$ cat config.mk
export PLATFORM = sky130hd
export DESIGN_NAME = buddy_page_allocator_unit
export DESIGN_NICKNAME = d
export VERILOG_FILES = /design/src/rtl/bpa_pkg.sv /design/src/rtl/bpa_ram.sv /design/src/rtl/bpa_datapath.sv /design/src/rtl/bpa_ctrl.sv /design/src/rtl/buddy_page_allocator_unit.sv
export SDC_FILE = /design/constraint.sdc
export NUM_CORES = 2
export LEC_CHECK = 0
export ABC_CLOCK_PERIOD_IN_PS = 24300
export CAP_MARGIN = 5
export CORE_AREA = 2 2 593 595
export CTS_CLUSTER_SIZE = 16
export DETAILED_ROUTE_END_ITERATION = 6
export DIE_AREA = 0 0 595 597
export DONT_BUFFER_PORTS = 1
export PLACE_DENSITY = 0.53
export SETUP_SLACK_MARGIN = 0.2
export SYNTH_ARGS = -nofsm -noshare
export SYNTH_HDL_FRONTEND = slang
export SYNTH_SLANG_ARGS = --single-unit
$ cat constraint.sdc
create_clock -name clk -period 24.3 [get_ports clk]
set_input_delay 2.43 -clock clk [delete_from_list [all_inputs] [get_ports clk]]
set_output_delay 2.43 -clock clk [all_outputs]
set_load 0.05 [all_outputs]
$ cat src/rtl/bpa_pkg.sv
package bpa_pkg;

  localparam int PAGE_BITS      = 10;
  localparam int CNT_W          = 11;
  localparam int PAGE_SPACE     = 1024;
  localparam int MAX_LVL        = 10;
  localparam int ORDERS_DEFAULT = 11;
  localparam int LVL_W          = 4;
  localparam int ORDER_W        = 4;
  localparam int ROW_W          = 32;
  localparam int ROW_BITS       = 5;
  localparam int ROWS           = 68;
  localparam int ROW_AW         = $clog2(ROWS);

  typedef enum logic [2:0] {
    ST_OK       = 3'd0,
    ST_NOMEM    = 3'd1,
    ST_BAD      = 3'd2,
    ST_MISALIGN = 3'd3,
    ST_NOTFREE  = 3'd4,
    ST_ALREADY  = 3'd5
  } status_t;

  typedef enum logic [1:0] {
    OP_ALLOC   = 2'd0,
    OP_FREE    = 2'd1,
    OP_RESERVE = 2'd2
  } op_t;

  typedef enum logic [4:0] {
    S_IDLE, S_CHK, S_A_RD, S_A_FIX, S_AS_RD, S_AS_WR,
    S_F_RD, S_F_EV, S_M_RD, S_M_WR, S_R_RD, S_R_EV, S_RS_RD, S_RS_WR,
    S_REB_CLR, S_REB_TOP, S_REB_LOW, S_FIN
  } state_t;

  typedef enum logic [2:0] {
    L_HOLD, L_ZERO, L_INC, L_DEC, L_ORDER, L_FOUND, L_TOP
  } lvl_op_t;

  typedef enum logic [2:0] {
    I_HOLD, I_PAGE, I_UP, I_DOWN, I_SRCH, I_FOUND, I_FOUND_DN
  } idx_op_t;

  typedef enum logic [2:0] {
    WR_NONE, WR_CLR_CUR, WR_SET_CUR, WR_SET_BUD, WR_CLR_BUD, WR_CLR_LOW,
    WR_REB_TOP, WR_REB_LOW
  } wr_op_t;

  typedef struct packed {
    lvl_op_t lvl_op;
    idx_op_t idx_op;
    wr_op_t  wr_op;
    logic    req_load;
    logic    reb_clr;
    logic    rb_inc;
    logic    res_load;
    status_t res_code;
    logic    res_page_en;
    logic    out_load;
  } cmd_t;

  typedef struct packed {
    logic [1:0] op;
    logic       order_bad;
    logic       misalign;
    logic       beyond;
    logic       rsv_oor;
    logic       found;
    logic       hit;
    logic       cur;
    logic       bud;
    logic       lvl_at_top;
    logic       lvl_at_order;
    logic       lvl_zero;
    logic       reb_more;
    logic       reb_bit;
  } sts_t;

endpackage

$ cat src/rtl/bpa_ram.sv
module bpa_ram #(
  parameter int WIDTH = 32,
  parameter int DEPTH = 68
) (
  input  logic                     clk,
  input  logic                     we,
  input  logic [$clog2(DEPTH)-1:0] waddr,
  input  logic [WIDTH-1:0]         wdata,
  input  logic [$clog2(DEPTH)-1:0] raddr,
  output logic [WIDTH-1:0]         rdata
);

  logic [WIDTH-1:0] mem [DEPTH];

  always_ff @(posedge clk) begin
    if (we) begin
      mem[waddr] <= wdata;
    end
    rdata <= mem[raddr];
  end

endmodule

$ cat src/rtl/bpa_datapath.sv
module bpa_datapath #(
  parameter int ORDERS = bpa_pkg::ORDERS_DEFAULT
) (
  input  logic                           clk,
  input  logic                           rst,
  input  logic                           cfg_we,
  input  logic [bpa_pkg::CNT_W-1:0]      cfg_data,
  input  logic [1:0]                     operation,
  input  logic [bpa_pkg::ORDER_W-1:0]    order,
  input  logic [bpa_pkg::PAGE_BITS-1:0]  page,
  input  bpa_pkg::cmd_t                  cmd,
  output bpa_pkg::sts_t                  sts,
  output logic [2:0]                     status,
  output logic [bpa_pkg::PAGE_BITS-1:0]  page_out
);

  localparam int TOP_INT = (ORDERS - 1 > bpa_pkg::MAX_LVL) ? bpa_pkg::MAX_LVL : ORDERS - 1;
  localparam logic [bpa_pkg::LVL_W-1:0] TOP = bpa_pkg::LVL_W'(TOP_INT);
  localparam int AW = bpa_pkg::ROW_AW;
  localparam int RW = bpa_pkg::ROW_W;
  localparam int PB = bpa_pkg::PAGE_BITS;
  localparam int LW = bpa_pkg::LVL_W;

  function automatic logic [AW-1:0] row_base(input logic [LW-1:0] k);
    if (k <= LW'(5)) begin
      return AW'(7'd64 - (7'd64 >> k));
    end
    return AW'(7'd57 + 7'(k));
  endfunction

  function automatic logic [LW-1:0] lvl_of_row(input logic [AW-1:0] r);
    logic [LW-1:0] k;
    k = '0;
    for (int j = 0; j <= bpa_pkg::MAX_LVL; j++) begin
      if (r >= row_base(LW'(j))) begin
        k = LW'(j);
      end
    end
    return k;
  endfunction

  logic [bpa_pkg::CNT_W-1:0]   pcount;
  logic [1:0]                  op_q;
  logic [bpa_pkg::ORDER_W-1:0] order_q;
  logic [PB-1:0]               page_q;
  logic [LW-1:0]               lvl, lvl_next;
  logic [PB-1:0]               idx, idx_next;
  logic [4:0]                  rb;
  logic [bpa_pkg::ROWS-1:0]    row_nz;
  logic [AW-1:0]               addr_q, raddr, waddr;
  logic                        nz_q, we;
  logic [RW-1:0]               rdata, rdata_eff, wdata;
  bpa_pkg::status_t            res_status;
  logic [PB-1:0]               res_page;
  logic [2:0]                  status_q;
  logic [PB-1:0]               page_out_q;

  logic [AW-1:0]               lo, hi, found_row;
  logic                        found;
  logic [LW-1:0]               found_k;
  logic [4:0]                  lowb;
  logic [LW-1:0]               span;
  logic [5:0]                  row_cnt;
  logic [AW:0]                 row_end;
  logic [4:0]                  w_bits;
  logic                        hit;
  logic [15:0]                 size;
  logic [bpa_pkg::CNT_W-1:0]   nblk, remain, reb_shift;
  logic [PB-1:0]               reb_idx;
  logic [RW-1:0]               reb_mask;
  logic [4:0]                  boff, soff;

  bpa_ram #(.WIDTH(RW), .DEPTH(bpa_pkg::ROWS)) u_ram (
    .clk   (clk),
    .we    (we),
    .waddr (waddr),
    .wdata (wdata),
    .raddr (raddr),
    .rdata (rdata)
  );

  assign raddr     = row_base(lvl) + AW'(idx >> bpa_pkg::ROW_BITS);
  assign rdata_eff = nz_q ? rdata : '0;

  // lowest free block among orders order_q .. TOP
  always_comb begin
    lo        = row_base(order_q);
    hi        = row_base(TOP + LW'(1));
    found     = 1'b0;
    found_row = '0;
    for (int r = bpa_pkg::ROWS - 1; r >= 0; r--) begin
      if (row_nz[r] && (AW'(r) >= lo) && (AW'(r) < hi) && (order_q <= TOP)) begin
        found     = 1'b1;
        found_row = AW'(r);
      end
    end
    found_k = lvl_of_row(found_row);
  end

  always_comb begin
    lowb = '0;
    for (int b = RW - 1; b >= 0; b--) begin
      if (rdata_eff[b]) begin
        lowb = 5'(b);
      end
    end
  end

  // overlap of the block being freed with free blocks at level lvl
  always_comb begin
    span    = (lvl < order_q) ? order_q - lvl : '0;
    row_cnt = (span >= LW'(5)) ? 6'(6'd1 << (span - LW'(5))) : 6'd1;
    row_end = {1'b0, addr_q} + (AW + 1)'(row_cnt);
    w_bits  = (span >= LW'(5)) ? 5'd0 : 5'(5'd1 << span);
    hit     = 1'b0;
    if (span >= LW'(5)) begin
      for (int r = 0; r < bpa_pkg::ROWS; r++) begin
        if (row_nz[r] && (AW'(r) >= addr_q) && ((AW + 1)'(r) < row_end)) begin
          hit = 1'b1;
        end
      end
    end else begin
      for (int b = 0; b < RW; b++) begin
        if (rdata_eff[b] && (6'(b) >= {1'b0, idx[4:0]}) &&
            (6'(b) < ({1'b0, idx[4:0]} + {1'b0, w_bits}))) begin
          hit = 1'b1;
        end
      end
    end
  end

  always_comb begin
    unique case (cmd.lvl_op)
      bpa_pkg::L_HOLD:  lvl_next = lvl;
      bpa_pkg::L_ZERO:  lvl_next = '0;
      bpa_pkg::L_INC:   lvl_next = lvl + LW'(1);
      bpa_pkg::L_DEC:   lvl_next = lvl - LW'(1);
      bpa_pkg::L_ORDER: lvl_next = order_q;
      bpa_pkg::L_FOUND: lvl_next = found_k;
      bpa_pkg::L_TOP:   lvl_next = TOP;
      default:          lvl_next = lvl;
    endcase
  end

  always_comb begin
    boff = 5'(addr_q - row_base(lvl));
    soff = 5'(found_row - row_base(found_k));
    unique case (cmd.idx_op)
      bpa_pkg::I_HOLD:     idx_next = idx;
      bpa_pkg::I_PAGE:     idx_next = page_q >> lvl_next;
      bpa_pkg::I_UP:       idx_next = idx >> 1;
      bpa_pkg::I_DOWN:     idx_next = idx << 1;
      bpa_pkg::I_SRCH:     idx_next = {soff, 5'd0};
      bpa_pkg::I_FOUND:    idx_next = {boff, lowb};
      bpa_pkg::I_FOUND_DN: idx_next = {boff[3:0], lowb, 1'b0};
      default:             idx_next = idx;
    endcase
  end

  always_comb begin
    nblk      = pcount >> TOP;
    remain    = nblk - {1'b0, rb, 5'd0};
    reb_mask  = (remain >= bpa_pkg::CNT_W'(RW)) ? '1 : ((RW'(1) << remain[4:0]) - RW'(1));
    reb_shift = pcount >> lvl;
    reb_idx   = {reb_shift[PB-1:1], 1'b0};
  end

  always_comb begin
    we    = 1'b1;
    waddr = addr_q;
    wdata = rdata_eff;
    unique case (cmd.wr_op)
      bpa_pkg::WR_NONE:    we = 1'b0;
      bpa_pkg::WR_CLR_CUR: wdata = rdata_eff & ~(RW'(1) << idx[4:0]);
      bpa_pkg::WR_SET_CUR: wdata = rdata_eff | (RW'(1) << idx[4:0]);
      bpa_pkg::WR_SET_BUD: wdata = rdata_eff | (RW'(1) << (idx[4:0] ^ 5'd1));
      bpa_pkg::WR_CLR_BUD: wdata = rdata_eff & ~(RW'(1) << (idx[4:0] ^ 5'd1));
      bpa_pkg::WR_CLR_LOW: wdata = rdata_eff & ~(RW'(1) << lowb);
      bpa_pkg::WR_REB_TOP: begin
        waddr = row_base(TOP) + AW'(rb);
        wdata = reb_mask;
      end
      bpa_pkg::WR_REB_LOW: begin
        waddr = row_base(lvl) + AW'(reb_idx >> bpa_pkg::ROW_BITS);
        wdata = RW'(1) << reb_idx[4:0];
      end
      default: we = 1'b0;
    endcase
  end

  always_comb begin
    size             = 16'd1 << order_q;
    sts.op           = op_q;
    sts.order_bad    = {1'b0, order_q} >= 5'(ORDERS);
    sts.misalign     = ({6'd0, page_q} & (size - 16'd1)) != 16'd0;
    sts.beyond       = ({7'd0, page_q} + {1'b0, size}) > {6'd0, pcount};
    sts.rsv_oor      = {1'b0, page_q} >= pcount;
    sts.found        = found;
    sts.hit          = hit;
    sts.cur          = rdata_eff[idx[4:0]];
    sts.bud          = rdata_eff[idx[4:0] ^ 5'd1];
    sts.lvl_at_top   = lvl == TOP;
    sts.lvl_at_order = lvl == order_q;
    sts.lvl_zero     = lvl == '0;
    sts.reb_more     = {1'b0, rb, 5'd0} < nblk;
    sts.reb_bit      = pcount[lvl];
  end

  always_ff @(posedge clk) begin
    if (rst) begin
      pcount <= '0;
      row_nz <= '0;
      lvl    <= '0;
      rb     <= '0;
    end else begin
      if (cfg_we) begin
        pcount <= (cfg_data > bpa_pkg::CNT_W'(bpa_pkg::PAGE_SPACE)) ?
                  bpa_pkg::CNT_W'(bpa_pkg::PAGE_SPACE) : cfg_data;
      end
      if (cmd.reb_clr) begin
        row_nz <= '0;
      end else if (we) begin
        row_nz[waddr] <= |wdata;
      end
      lvl <= lvl_next;
      if (cmd.reb_clr) begin
        rb <= '0;
      end else if (cmd.rb_inc) begin
        rb <= rb + 5'd1;
      end
    end
  end

  always_ff @(posedge clk) begin
    idx    <= idx_next;
    addr_q <= raddr;
    nz_q   <= row_nz[raddr];
    if (cmd.req_load) begin
      op_q    <= operation;
      order_q <= order;
      page_q  <= page;
    end
    if (cmd.res_load) begin
      res_status <= cmd.res_code;
      res_page   <= cmd.res_page_en ? (idx_next << lvl_next) : '0;
    end
    if (cmd.out_load) begin
      status_q   <= res_status;
      page_out_q <= res_page;
    end
  end

  assign status   = status_q;
  assign page_out = page_out_q;

  a_low_row_nonzero: assert property (@(posedge clk) disable iff (rst)
    (cmd.wr_op == bpa_pkg::WR_CLR_LOW) |-> (rdata_eff != '0))
    else $error("allocate picked a row with no free block");

  a_lvl_range: assert property (@(posedge clk) disable iff (rst)
    lvl <= TOP)
    else $error("level beyond top order");

endmodule

$ cat src/rtl/bpa_ctrl.sv
module bpa_ctrl (
  input  logic           clk,
  input  logic           rst,
  input  logic           cfg_we,
  input  logic           in_valid,
  output logic           in_ready,
  output logic           out_valid,
  input  logic           out_ready,
  input  bpa_pkg::sts_t  sts,
  output bpa_pkg::cmd_t  cmd
);

  bpa_pkg::state_t state, state_next;
  logic            out_free;

  assign out_free = !out_valid || out_ready;
  assign in_ready = (state == bpa_pkg::S_IDLE) && !cfg_we;

  always_ff @(posedge clk) begin
    if (rst) begin
      state     <= bpa_pkg::S_IDLE;
      out_valid <= 1'b0;
    end else begin
      state <= state_next;
      if (cmd.out_load) begin
        out_valid <= 1'b1;
      end else if (out_ready) begin
        out_valid <= 1'b0;
      end
    end
  end

  always_comb begin
    state_next      = state;
    cmd.lvl_op      = bpa_pkg::L_HOLD;
    cmd.idx_op      = bpa_pkg::I_HOLD;
    cmd.wr_op       = bpa_pkg::WR_NONE;
    cmd.req_load    = 1'b0;
    cmd.reb_clr     = 1'b0;
    cmd.rb_inc      = 1'b0;
    cmd.res_load    = 1'b0;
    cmd.res_code    = bpa_pkg::ST_OK;
    cmd.res_page_en = 1'b0;
    cmd.out_load    = 1'b0;
    unique case (state)
      bpa_pkg::S_IDLE: begin
        if (cfg_we) begin
          state_next = bpa_pkg::S_REB_CLR;
        end else if (in_valid) begin
          cmd.req_load = 1'b1;
          state_next   = bpa_pkg::S_CHK;
        end
      end
      bpa_pkg::S_CHK: begin
        state_next   = bpa_pkg::S_FIN;
        cmd.res_load = 1'b1;
        cmd.res_code = bpa_pkg::ST_BAD;
        unique case (sts.op)
          bpa_pkg::OP_ALLOC: begin
            if (sts.order_bad) begin
              cmd.res_code = bpa_pkg::ST_BAD;
            end else if (!sts.found) begin
              cmd.res_code = bpa_pkg::ST_NOMEM;
            end else begin
              cmd.res_load = 1'b0;
              cmd.lvl_op   = bpa_pkg::L_FOUND;
              cmd.idx_op   = bpa_pkg::I_SRCH;
              state_next   = bpa_pkg::S_A_RD;
            end
          end
          bpa_pkg::OP_FREE: begin
            if (sts.order_bad) begin
              cmd.res_code = bpa_pkg::ST_BAD;
            end else if (sts.misalign) begin
              cmd.res_code = bpa_pkg::ST_MISALIGN;
            end else if (sts.beyond) begin
              cmd.res_code = bpa_pkg::ST_BAD;
            end else begin
              cmd.res_load = 1'b0;
              cmd.lvl_op   = bpa_pkg::L_ZERO;
              cmd.idx_op   = bpa_pkg::I_PAGE;
              state_next   = bpa_pkg::S_F_RD;
            end
          end
          bpa_pkg::OP_RESERVE: begin
            if (!sts.rsv_oor) begin
              cmd.res_load = 1'b0;
              cmd.lvl_op   = bpa_pkg::L_ZERO;
              cmd.idx_op   = bpa_pkg::I_PAGE;
              state_next   = bpa_pkg::S_R_RD;
            end
          end
          default: cmd.res_code = bpa_pkg::ST_BAD;
        endcase
      end
      bpa_pkg::S_A_RD: state_next = bpa_pkg::S_A_FIX;
      bpa_pkg::S_A_FIX: begin
        cmd.wr_op = bpa_pkg::WR_CLR_LOW;
        if (sts.lvl_at_order) begin
          cmd.idx_op      = bpa_pkg::I_FOUND;
          cmd.res_load    = 1'b1;
          cmd.res_page_en = 1'b1;
          state_next      = bpa_pkg::S_FIN;
        end else begin
          cmd.idx_op = bpa_pkg::I_FOUND_DN;
          cmd.lvl_op = bpa_pkg::L_DEC;
          state_next = bpa_pkg::S_AS_RD;
        end
      end
      bpa_pkg::S_AS_RD: state_next = bpa_pkg::S_AS_WR;
      bpa_pkg::S_AS_WR: begin
        cmd.wr_op = bpa_pkg::WR_SET_BUD;
        if (sts.lvl_at_order) begin
          cmd.res_load    = 1'b1;
          cmd.res_page_en = 1'b1;
          state_next      = bpa_pkg::S_FIN;
        end else begin
          cmd.lvl_op = bpa_pkg::L_DEC;
          cmd.idx_op = bpa_pkg::I_DOWN;
          state_next = bpa_pkg::S_AS_RD;
        end
      end
      bpa_pkg::S_F_RD: state_next = bpa_pkg::S_F_EV;
      bpa_pkg::S_F_EV: begin
        if (sts.hit) begin
          cmd.res_load = 1'b1;
          cmd.res_code = bpa_pkg::ST_ALREADY;
          state_next   = bpa_pkg::S_FIN;
        end else if (sts.lvl_at_top) begin
          cmd.lvl_op = bpa_pkg::L_ORDER;
          cmd.idx_op = bpa_pkg::I_PAGE;
          state_next = bpa_pkg::S_M_RD;
        end else begin
          cmd.lvl_op = bpa_pkg::L_INC;
          cmd.idx_op = bpa_pkg::I_PAGE;
          state_next = bpa_pkg::S_F_RD;
        end
      end
      bpa_pkg::S_M_RD: state_next = bpa_pkg::S_M_WR;
      bpa_pkg::S_M_WR: begin
        if (!sts.lvl_at_top && sts.bud) begin
          cmd.wr_op  = bpa_pkg::WR_CLR_BUD;
          cmd.lvl_op = bpa_pkg::L_INC;
          cmd.idx_op = bpa_pkg::I_UP;
          state_next = bpa_pkg::S_M_RD;
        end else begin
          cmd.wr_op    = bpa_pkg::WR_SET_CUR;
          cmd.res_load = 1'b1;
          state_next   = bpa_pkg::S_FIN;
        end
      end
      bpa_pkg::S_R_RD: state_next = bpa_pkg::S_R_EV;
      bpa_pkg::S_R_EV: begin
        if (sts.cur) begin
          cmd.wr_op = bpa_pkg::WR_CLR_CUR;
          if (sts.lvl_zero) begin
            cmd.res_load = 1'b1;
            state_next   = bpa_pkg::S_FIN;
          end else begin
            cmd.lvl_op = bpa_pkg::L_DEC;
            cmd.idx_op = bpa_pkg::I_PAGE;
            state_next = bpa_pkg::S_RS_RD;
          end
        end else if (sts.lvl_at_top) begin
          cmd.res_load = 1'b1;
          cmd.res_code = bpa_pkg::ST_NOTFREE;
          state_next   = bpa_pkg::S_FIN;
        end else begin
          cmd.lvl_op = bpa_pkg::L_INC;
          cmd.idx_op = bpa_pkg::I_PAGE;
          state_next = bpa_pkg::S_R_RD;
        end
      end
      bpa_pkg::S_RS_RD: state_next = bpa_pkg::S_RS_WR;
      bpa_pkg::S_RS_WR: begin
        cmd.wr_op = bpa_pkg::WR_SET_BUD;
        if (sts.lvl_zero) begin
          cmd.res_load = 1'b1;
          state_next   = bpa_pkg::S_FIN;
        end else begin
          cmd.lvl_op = bpa_pkg::L_DEC;
          cmd.idx_op = bpa_pkg::I_PAGE;
          state_next = bpa_pkg::S_RS_RD;
        end
      end
      bpa_pkg::S_REB_CLR: begin
        cmd.reb_clr = 1'b1;
        cmd.lvl_op  = bpa_pkg::L_TOP;
        state_next  = bpa_pkg::S_REB_TOP;
      end
      bpa_pkg::S_REB_TOP: begin
        if (sts.reb_more) begin
          cmd.wr_op  = bpa_pkg::WR_REB_TOP;
          cmd.rb_inc = 1'b1;
        end else if (sts.lvl_zero) begin
          state_next = bpa_pkg::S_IDLE;
        end else begin
          cmd.lvl_op = bpa_pkg::L_DEC;
          state_next = bpa_pkg::S_REB_LOW;
        end
      end
      bpa_pkg::S_REB_LOW: begin
        if (sts.reb_bit) begin
          cmd.wr_op = bpa_pkg::WR_REB_LOW;
        end
        if (sts.lvl_zero) begin
          state_next = bpa_pkg::S_IDLE;
        end else begin
          cmd.lvl_op = bpa_pkg::L_DEC;
        end
      end
      bpa_pkg::S_FIN: begin
        if (out_free) begin
          cmd.out_load = 1'b1;
          state_next   = bpa_pkg::S_IDLE;
        end
      end
      default: state_next = bpa_pkg::S_IDLE;
    endcase
  end

  a_out_slot_free: assert property (@(posedge clk) disable iff (rst)
    cmd.out_load |-> out_free)
    else $error("result loaded over an untaken beat");

  a_one_at_a_time: assert property (@(posedge clk) disable iff (rst)
    (in_valid && in_ready) |=> !in_ready)
    else $error("second item taken while one is in flight");

endmodule

$ cat src/rtl/buddy_page_allocator_unit.sv
// Channel   Handshake            Beat payload
// in        in_valid / in_ready  operation, order, page
// out       out_valid/ out_ready status, page_out
// cfg       cfg_we (no wait)     cfg_data = page_count
//
// One item at a time. Each level visited is read from the map RAM and, where
// it changes, written back; accept, decode and hand-over are steps of their
// own. Allocate splits down from the lowest free order found; free checks each
// level up to the top order for overlap, then merges with free buddies; reserve
// searches up for the free block that holds the page, then splits down to level
// 0. A request rejected at decode goes straight to hand-over.
// Writing page_count in the idle state rebuilds the map, the top-order rows
// first, then the lower levels; no item is taken meanwhile.
// Reset empties the map (no page free) and sets page_count to 0.
// A stalled result beat holds in the output register; the next item is
// taken, worked on and held back only at its hand-over.
module buddy_page_allocator_unit #(
  parameter int ORDERS = bpa_pkg::ORDERS_DEFAULT
) (
  input  logic                          clk,
  input  logic                          rst,
  input  logic                          cfg_we,
  input  logic [bpa_pkg::CNT_W-1:0]     cfg_data,
  input  logic                          in_valid,
  output logic                          in_ready,
  input  logic [1:0]                    operation,
  input  logic [bpa_pkg::ORDER_W-1:0]   order,
  input  logic [bpa_pkg::PAGE_BITS-1:0] page,
  output logic                          out_valid,
  input  logic                          out_ready,
  output logic [2:0]                    status,
  output logic [bpa_pkg::PAGE_BITS-1:0] page_out
);

  // command and status between sequencer and map datapath
  bpa_pkg::cmd_t cmd;
  bpa_pkg::sts_t sts;

  // sequencer: decode, walk the levels, drive the result beat
  bpa_ctrl u_ctrl (
    .clk       (clk),
    .rst       (rst),
    .cfg_we    (cfg_we),
    .in_valid  (in_valid),
    .in_ready  (in_ready),
    .out_valid (out_valid),
    .out_ready (out_ready),
    .sts       (sts),
    .cmd       (cmd)
  );

  // datapath: free map RAM with per-row occupancy, level/index registers,
  // request, result and output registers
  bpa_datapath #(.ORDERS(ORDERS)) u_dp (
    .clk       (clk),
    .rst       (rst),
    .cfg_we    (cfg_we),
    .cfg_data  (cfg_data),
    .operation (operation),
    .order     (order),
    .page      (page),
    .cmd       (cmd),
    .sts       (sts),
    .status    (status),
    .page_out  (page_out)
  );

endmodule
== Yosys cells after proc, flatten, opt, wreduce, memory -nomap -nowiden ==
Memories as Yosys holds them, arrays and structs flattened. A register that Yosys moved wholly into a read port is not among the register bits.
Index checks and enable logic that the tools add are counted.

* Mux-type cells: 391
* Equality and inequality tests: 44
* Order comparisons: 295
* Reductions and logical operators: 353
* Shift-type cells: 14
* Add/sub/neg operators: 22
* Bitwise gates (word level): 10

{| class="wikitable"
|+ Operator list
! kind !! count
|-
| 7-bit two-way mux || 74
|-
| 6-bit by 7-bit greater-or-equal comparator with 1-bit output (first input constant) || 64
|-
| 1-bit logical AND || 338
|-
| 5-bit two-way mux || 57
|-
| 6-bit by 8-bit less-than comparator with 1-bit output (first input constant) || 32
|-
| 5-bit by 7-bit greater-or-equal comparator with 1-bit output (first input constant) || 32
|-
| 32-bit one-hot mux with 7 select lines || 1
|-
| 1-bit two-way mux || 203
|-
| 1-bit by 5-bit left shift with 32-bit output (first input constant) || 5
|-
| 5-bit by 8-bit less-than comparator with 1-bit output (first input constant) || 16
|-
| 4-bit by 7-bit greater-or-equal comparator with 1-bit output (first input constant) || 16
|-
| 32-bit bitwise AND || 3
|-
| 5-bit by 6-bit less-than comparator with 1-bit output (first input constant) || 16
|-
| 32-bit inverter || 3
|-
| 5-bit one-hot mux with 17 select lines || 1
|-
| 5-bit greater-or-equal comparator (first input constant) || 15
|-
| 68-bit bitwise mux || 1
|-
| 4-bit by 8-bit less-than comparator with 1-bit output (first input constant) || 8
|-
| 32-bit two-way mux || 2
|-
| 32-bit OR || 2
|-
| 10-bit one-hot mux with 6 select lines || 1
|-
| 3-bit by 7-bit greater-or-equal comparator with 1-bit output (first input constant) || 8
|-
| 7-bit greater-or-equal comparator (first input constant) || 8
|-
| 4-bit by 6-bit less-than comparator with 1-bit output (first input constant) || 8
|-
| 103 further kinds || 215
|}

* Memories: 1
* Input bits: 32
* RAM bits: 2176
* Word-level logic and storage cells: 1146
* Flip-flop bits (word level): 154

{| class="wikitable"
|+ Memories
! memory !! words !! width !! read ports !! clocked after memory_dff !! wr ports !! line !! source
|-
| u_dp.u_ram.mem || 68 || 32 || 1 || 1 || 1 || bpa_ram.sv:13 || <nowiki>logic [WIDTH-1:0] mem [DEPTH];</nowiki>
|}

== Logic depth before layout (Yosys ltp) ==
* Depth in word-level cells: 93
* Depth in mapped cells: 38
* Mapped depth without buffers: 34

== Cells and area by module ==
Synthesis repeated with hierarchy kept, for this count alone.

* Cells, all modules: 6499
* Area total of the unflattened synthesis: 104368.8 sq um

{| class="wikitable"
|+ By module, submodules not included
! module !! instances !! area an instance (sq um) !! cells an instance !! sequential area each (sq um)
|-
| bpa_ram || 1 || 83920.5 || 3629 || 65983.3
|-
| bpa_datapath || 1 || 19469.9 || 2730 || 3383.2
|-
| bpa_ctrl || 1 || 978.4 || 140 || 120.1
|}

== Least setup slack after synthesis ==
OpenSTA, ideal clock, no wires.

* Path type: reg2reg
* Start: reg u_dp.lvl[0]
* End: reg u_dp.row_nz[47] in the netlist's numbering
* Setup time: 0.075 ns
* Path slack: 16.307 ns
* Required time: 24.225 ns
* Cell stages (with the launch flop): 20
* Arrival: 7.918 ns
* Cells stage by stage: dfxtp_1 -> clkbuf_1 -> clkinv_1 -> ha_1 -> nor2b_1 -> and2_1 -> a31oi_1 -> and3_1 -> buf_2 -> nor2_1 -> nand3_1 -> o21ai_2 -> o41ai_1 -> or4_1 -> or4b_1 -> nand4b_1 -> nor4_2 -> buf_2 -> buf_4 -> a21oi_1

* Elaborated cells between the ends (all ways): 37
* Classes of those cells: 3 x add/sub; 3 x order compare; 8 x eq/ne; 3 x shift; 15 x mux; 5 x reduce/logical

{| class="wikitable"
|+ RTL lines
! element !! line !! source
|-
| from (decl) || bpa_datapath.sv:46 || <nowiki>logic [LW-1:0] lvl, lvl_next;</nowiki>
|-
| from (signal assigned) || bpa_datapath.sv:225 || <nowiki>lvl <= lvl_next;</nowiki>
|-
| branches (longest 6 deep; another with 3-bit one-hot mux with 6 select lines) || n/a ||
|-
| 32-bit one-hot mux with 7 select lines * || bpa_datapath.sv:172 || <nowiki>unique case (cmd.wr_op)</nowiki>
|-
| net u_dp.u_ram.wdata[24] || bpa_ram.sv:8 || <nowiki>input logic [WIDTH-1:0] wdata,</nowiki>
|-
| 32-bit OR reduction * || bpa_datapath.sv:223 || <nowiki>row_nz[waddr] <= |wdata;</nowiki>
|-
| 68-bit bitwise mux * || bpa_datapath.sv:223 ||
|-
| to (signal, indexed assignment) || bpa_datapath.sv:223 ||
|-
| to (decl) || bpa_datapath.sv:49 || <nowiki>logic [bpa_pkg::ROWS-1:0] row_nz;</nowiki>
|}

Mark *: on every way through the listed nets, which the timed path passes. The select of a mux whose other input is x is not followed.
A chain may end at the register's enable or synchronous reset.

== Worst setup path after layout ==
* Start: reg u_dp.lvl[1]
* End: reg u_dp.res_page[9], data pin

* Cells in the longest elaborated chain, start to end: 84
* Elaborated cells between the ends (all ways): 358
* Classes of those cells: 9 x add/sub; 103 x order compare; 14 x eq/ne; 5 x shift; 124 x mux; 103 x reduce/logical

{| class="wikitable"
|+ Ends and longest elaborated chain
! element !! line !! source
|-
| 4-bit subtractor / 4-bit less-than comparator (equally long branches) || bpa_datapath.sv:111 || <nowiki>span = (lvl < order_q) ? order_q - lvl : '0;</nowiki>
|-
| 4-bit two-way mux || bpa_datapath.sv:111 ||
|-
| 4-bit by 3-bit subtractor with 4-bit output || bpa_datapath.sv:112 || <nowiki>row_cnt = (span >= LW'(5)) ? 6'(6'd1 << (span - LW'(5))) : 6'd1;</nowiki>
|-
| 1-bit by 4-bit left shift with 6-bit output || bpa_datapath.sv:112 ||
|-
| 6-bit two-way mux || bpa_datapath.sv:112 ||
|-
| 7-bit by 6-bit adder with 8-bit output || bpa_datapath.sv:113 || <nowiki>row_end = {1'b0, addr_q} + (AW + 1)'(row_cnt);</nowiki>
|-
| 1-bit by 8-bit less-than comparator with 1-bit output || bpa_datapath.sv:118 || <nowiki>if (row_nz[r] && (AW'(r) >= addr_q) && ((AW + 1)'(r) < row_end)) begin</nowiki>
|-
| 1-bit logical AND || bpa_datapath.sv:118 ||
|-
| [69 not listed] || n/a ||
|-
| 6-bit two-way mux || bpa_ctrl.sv:125 || <nowiki>if (sts.hit) begin</nowiki>
|-
| 3-bit one-hot mux with 10 select lines || bpa_ctrl.sv:45 || <nowiki>unique case (state)</nowiki>
|-
| 3-bit == test, or another cell as far along || bpa_datapath.sv:133 || <nowiki>unique case (cmd.lvl_op)</nowiki>
|-
| 4-bit one-hot mux with 6 select lines || bpa_datapath.sv:133 ||
|-
| 10-bit by 4-bit >> shifter with 10-bit output || bpa_datapath.sv:150 || <nowiki>bpa_pkg::I_PAGE: idx_next = page_q >> lvl_next;</nowiki>
|-
| 10-bit one-hot mux with 6 select lines * || bpa_datapath.sv:148 || <nowiki>unique case (cmd.idx_op)</nowiki>
|-
| net u_dp.idx_next[4] || bpa_datapath.sv:47 || <nowiki>logic [PB-1:0] idx, idx_next;</nowiki>
|-
| 10-bit by 4-bit left shift with 10-bit output * || bpa_datapath.sv:245 || <nowiki>res_page <= cmd.res_page_en ? (idx_next << lvl_next) : '0;</nowiki>
|-
| to (signal assigned) || bpa_datapath.sv:245 ||
|-
| to (decl) || bpa_datapath.sv:54 || <nowiki>logic [PB-1:0] res_page;</nowiki>
|}

The timed path passes the listed nets; every way through them passes the cells marked *. The select of a mux whose other input is x is not followed.

==> summary by stage <==
Outcome
The run finished with clean final reports.

Yosys
The cell count after synthesis came out at 6239. Of the synthesized area, sequential elements account for 0.667. The dominant register cell in the synthesized netlist is sky130_fd_sc_hd__edfxtp_1.

The cell area after technology mapping is 104000 sq um. Counting flops with a built-in enable in the synthesized netlist gives between 2000 and 2500. The total number of yosys warnings is 0. The mean area per synthesized cell is about 17 sq um. Counting every net in the synthesized netlist gives about 6400. The register bit total from synthesis is approximately 2400. The count of different cell masters after synthesis is approximately 120. For this run, asynchronously set or reset flops after synthesis account for 0.

Die
The initialized floorplan defines roughly 220 standard-cell rows. The die covers approximately 360000 sq um. In this run the count of I/O pins placed on the die edge is 47. The core region is 349000 sq um. The initial utilization of the core area, before any placement, comes to 0.299. The die width is 595 um.

The vertical die dimension is approximately 600 um.

Global routing
The total routing resource utilization after global routing is 0.188. The first global-routing pass estimated around 480000 um of wire. Summed over all layers, the global routing overflow is 0.

Entering global routing, the biggest net connects 131 pins. The number of global-route vias before repair was 62100. The number of antenna violations at the first check in global routing is 18.

Worst setup path
The maximum single-stage delay on the critical path is slightly below 800 ps. The biggest fanout along the worst timing path is 25. The required time of the critical path is approximately 25000 ps. The kind of launch point of the worst setup path is a register. The path depth of the worst reg2reg path is 28. The worst register-to-register path begins at u_dp.lvl[1]$_SDFF_PP0_.

The setup check on the worst reg-to-reg path leaves a slack of ~14000 ps. The kind of end point of the critical path is a register. The critical path's slowest cell is sky130_fd_sc_hd__o31a_1. Data arrives at the worst endpoint at 10480 ps. The capture instance of the worst register-to-register path is u_dp.res_page[9]$_SDFFCE_PN0P_.

The type of the worst setup path is reg2reg.

STA
The normalized max-slew margin is 0.204. The final hold violation count is 0. For the pin with the worst max-slew slack, the measured transition is 1160 ps. The total count of max-transition violations in the final report was 0. The final number of setup-violating endpoints is 0. Based on the critical path, the design can be clocked at up to around 100 MHz. Dividing the final minimum period by the clock period gives 0.406. For the final database, setup skew stands at about 77 ps. Setup repair after global routing left no endpoint under its margin. Adding up every negative setup slack in the final design gives 0 ps. The minimum period implied by the final worst setup slack is 9860 ps.

Power and ir drop
The share of total power dissipated in combinational logic is 0.475. For this design the static power due to leakage is ~38 nW. The share of total power dissipated in sequential elements is 0.315. The cell-internal power is 10.9 mW.

The analysis attributes to net switching a power of 7.28 mW. Dividing total power by cell area gives a power density of 152 nW/um^2. The largest vdd supply drop is ~170 uV. The completed layout was analyzed and its total power is 18.1 mW. The share of total power dissipated in the clock network is 0.210. The switching share of power is 0.401.

Final layout
The final layout contains between 6000 and 7000 nets. The area of the multi-input gates is 33700 sq um. The area growth from synthesis to layout is 14.3%. Leaving out fill and tap cells, the most frequent cell in the layout is sky130_fd_sc_hd__edfxtp_1. The top cell types in the final layout, fill and taps aside, are sky130_fd_sc_hd__edfxtp_1, sky130_fd_sc_hd__mux4_2, sky130_fd_sc_hd__nand2_1.

The footprint of the flip-flops and latches is 69500 sq um. After filler insertion, the fill cell instance count of the layout stands at 33100. In the final layout, the share of cells above drive strength 1 is 0.227.

Clock network
TritonCTS built the clock tree. The number of H-tree levels is 5. The post-CTS setup buffer count is 0. The clock insertion delay at the later pin of the skew report is around 880 ps. The clock passes through at most 4 buffers. The clock transition at the registers of the reported paths is 60 ps. CTS saw 2362 sinks. The number of instances resized during post-cts repair is 0.

The number of CTS-inserted buffers is 262. The number of buffers inserted by hold repair at cts is 0. In this run the clock root is driven by a sky130_fd_sc_hd__clkbuf_16.

Hold path
The capture endpoint of the worst hold path is u_dp.status[2]$_DFFE_PP_. Along the worst hold path, the cell count comes to 0. The hold path startpoint is u_dp.res_status[2]$_SDFFCE_PN0P_. The class of the worst hold path is reg2reg.

Placement
Once detailed placement completed, the half-perimeter wirelength came to roughly 200000 um. The count of buffers inserted at the top-level ports is 0. The final estimated routing congestion in global placement is approximately 0.94.

Drt
The number of optimization iterations in the first detailed-route pass is 7. The count of routing violations after the opening detailed-route iteration is 7515. In the routed layout, each cell is associated on average with a via count of 5.62. The count of nets left with antenna violations once routing finished came out at 0. After detailed routing, the average wire length per cell comes to ~31 um. For this block, the routed nets add up to 342000 um of wire. The remaining design rule violation count is 0. The detailed router placed 62600 vias in this run.

Run
Max-cap violations in this run came to 0.
[power groups by stage]
stage          combinational, mW  sequential, mW  clock [mW]
2_1_floorplan               5.36            5.75           0
3_5_place_dp                8.71            5.78           0
4_1_cts                     8.73            5.70        3.89
5_1_grt                     9.09            5.71        4.03
3_3_place_gp                8.65            5.78           0
6_report                    8.61            5.71        3.80
[logic make-up after synthesis]
logic type               after synthesis  synth area share
AND/OR/NAND/NOR                     1196            0.0553
buffers and inverters                473            0.0181
flip-flops                          2362             0.667
adder cells (fa/ha/maj)              103            0.0130
XOR/XNOR                              52           0.00437
multiplexers                         806             0.163
AO/OA/AOI/OAI                       1247            0.0796
[registers in the layout (all words and copies together) (netlist names), 4 cells and up]
signal / flops
u_dp.u_ram.mem: 2176
u_dp.row_nz: 68
u_dp.u_ram.rdata: 32
u_dp.pcount: 11
u_dp.idx: 10
u_dp.page_out: 10
u_dp.page_q: 10
u_dp.res_page: 10
u_dp.addr_q: 7
u_ctrl.state: 5
u_dp.rb: 5
u_dp.lvl: 4
u_dp.order_q: 4
[cell usage after synthesis, types with 20 or more instances]
cell	instances	area, sq um
sky130_fd_sc_hd__a211oi_1	30	225
sky130_fd_sc_hd__a21o_1	39	293
sky130_fd_sc_hd__a21oi_1	293	1470
sky130_fd_sc_hd__a22oi_1	24	180
sky130_fd_sc_hd__a31oi_1	54	338
sky130_fd_sc_hd__and2_1	36	225
sky130_fd_sc_hd__and3_1	29	181
sky130_fd_sc_hd__buf_1	69	259
sky130_fd_sc_hd__buf_2	33	165
sky130_fd_sc_hd__clkbuf_1	254	953
sky130_fd_sc_hd__dfxtp_1	144	2880
sky130_fd_sc_hd__edfxtp_1	2218	66600
sky130_fd_sc_hd__ha_1	92	1150
sky130_fd_sc_hd__inv_1	98	368
sky130_fd_sc_hd__mux2_2	40	450
sky130_fd_sc_hd__mux2i_1	59	591
sky130_fd_sc_hd__mux4_2	704	15900
sky130_fd_sc_hd__nand2_1	344	1290
sky130_fd_sc_hd__nand2b_1	35	219
sky130_fd_sc_hd__nand3_1	96	480
sky130_fd_sc_hd__nand4_1	30	188
sky130_fd_sc_hd__nor2_1	322	1210
sky130_fd_sc_hd__nor2b_1	48	300
sky130_fd_sc_hd__nor3_1	102	510
sky130_fd_sc_hd__nor4_1	29	181
sky130_fd_sc_hd__o211ai_1	54	405
sky130_fd_sc_hd__o21a_1	26	195
sky130_fd_sc_hd__o21ai_0	319	1600
sky130_fd_sc_hd__o22ai_1	44	275
sky130_fd_sc_hd__o31ai_1	38	285
sky130_fd_sc_hd__or2_2	20	125
sky130_fd_sc_hd__or3_1	20	125
sky130_fd_sc_hd__xnor2_1	36	315
[worst max-delay path: cells and delay by family (launching register included)]
kind,cells,cell delay [ps]
AND/OR/NAND/NOR,9,2210
buffers and inverters,2,520
AO/OA/AOI/OAI,13,4830
multiplexers,1,400
XOR/XNOR,1,210
adder cells (fa/ha/maj),2,1060
flip-flops,1,310
[how the worst max path moves through the flow]
stage,slack (ps),cells after the start,start,to
6_report,14440,28,u_dp.lvl[1]$_SDFF_PP0_,u_dp.res_page[9]$_SDFFCE_PN0P_
2_1_floorplan,16310,19,u_dp.lvl[0]$_SDFF_PP0_,u_dp.row_nz[47]$_SDFFE_PP0P_
4_1_cts,14430,28,u_dp.lvl[1]$_SDFF_PP0_,u_dp.res_page[9]$_SDFFCE_PN0P_
5_1_grt,13760,28,u_dp.lvl[1]$_SDFF_PP0_,u_dp.res_page[9]$_SDFFCE_PN0P_
3_5_place_dp,14490,28,u_dp.lvl[1]$_SDFF_PP0_,u_dp.res_page[9]$_SDFFCE_PN0P_
3_3_place_gp,14620,28,u_dp.lvl[1]$_SDFF_PP0_,u_dp.res_page[9]$_SDFFCE_PN0P_
[metrics by stage]
stage	cell area (sq um)	hold WS (ps)	setup WS, ps	std cells	util
after floorplan	104000	400	16310	6239	-
after global placement	111000	406	14620	10700	0.318
after detailed placement	111000	407	14490	10700	0.318
after CTS	119000	404	14430	11100	0.342
after global routing	119000	414	13760	11100	0.342
final	119000	399	14440	11100	0.342
[routing by layer]
metal,vias to the layer above,global-route usage,wire length [um]
li1,25900,-,-
met1,33300,0.261,146000
met2,2835,0.307,163000
met3,560,0.0229,22600
met4,4,0.0575,10800
met5,-,0,23
[cell type report]
type,count,area share
inverters,103,0.00325
clock inverters,131,0.00978
well taps,4599,0.0483
diodes,4,0.0000841
repair buffers,197,0.0132
clock buffers,330,0.0584
multi-input cells,3404,0.283
flip-flops and latches,2362,0.584
(Power assumes the default switching activity.)
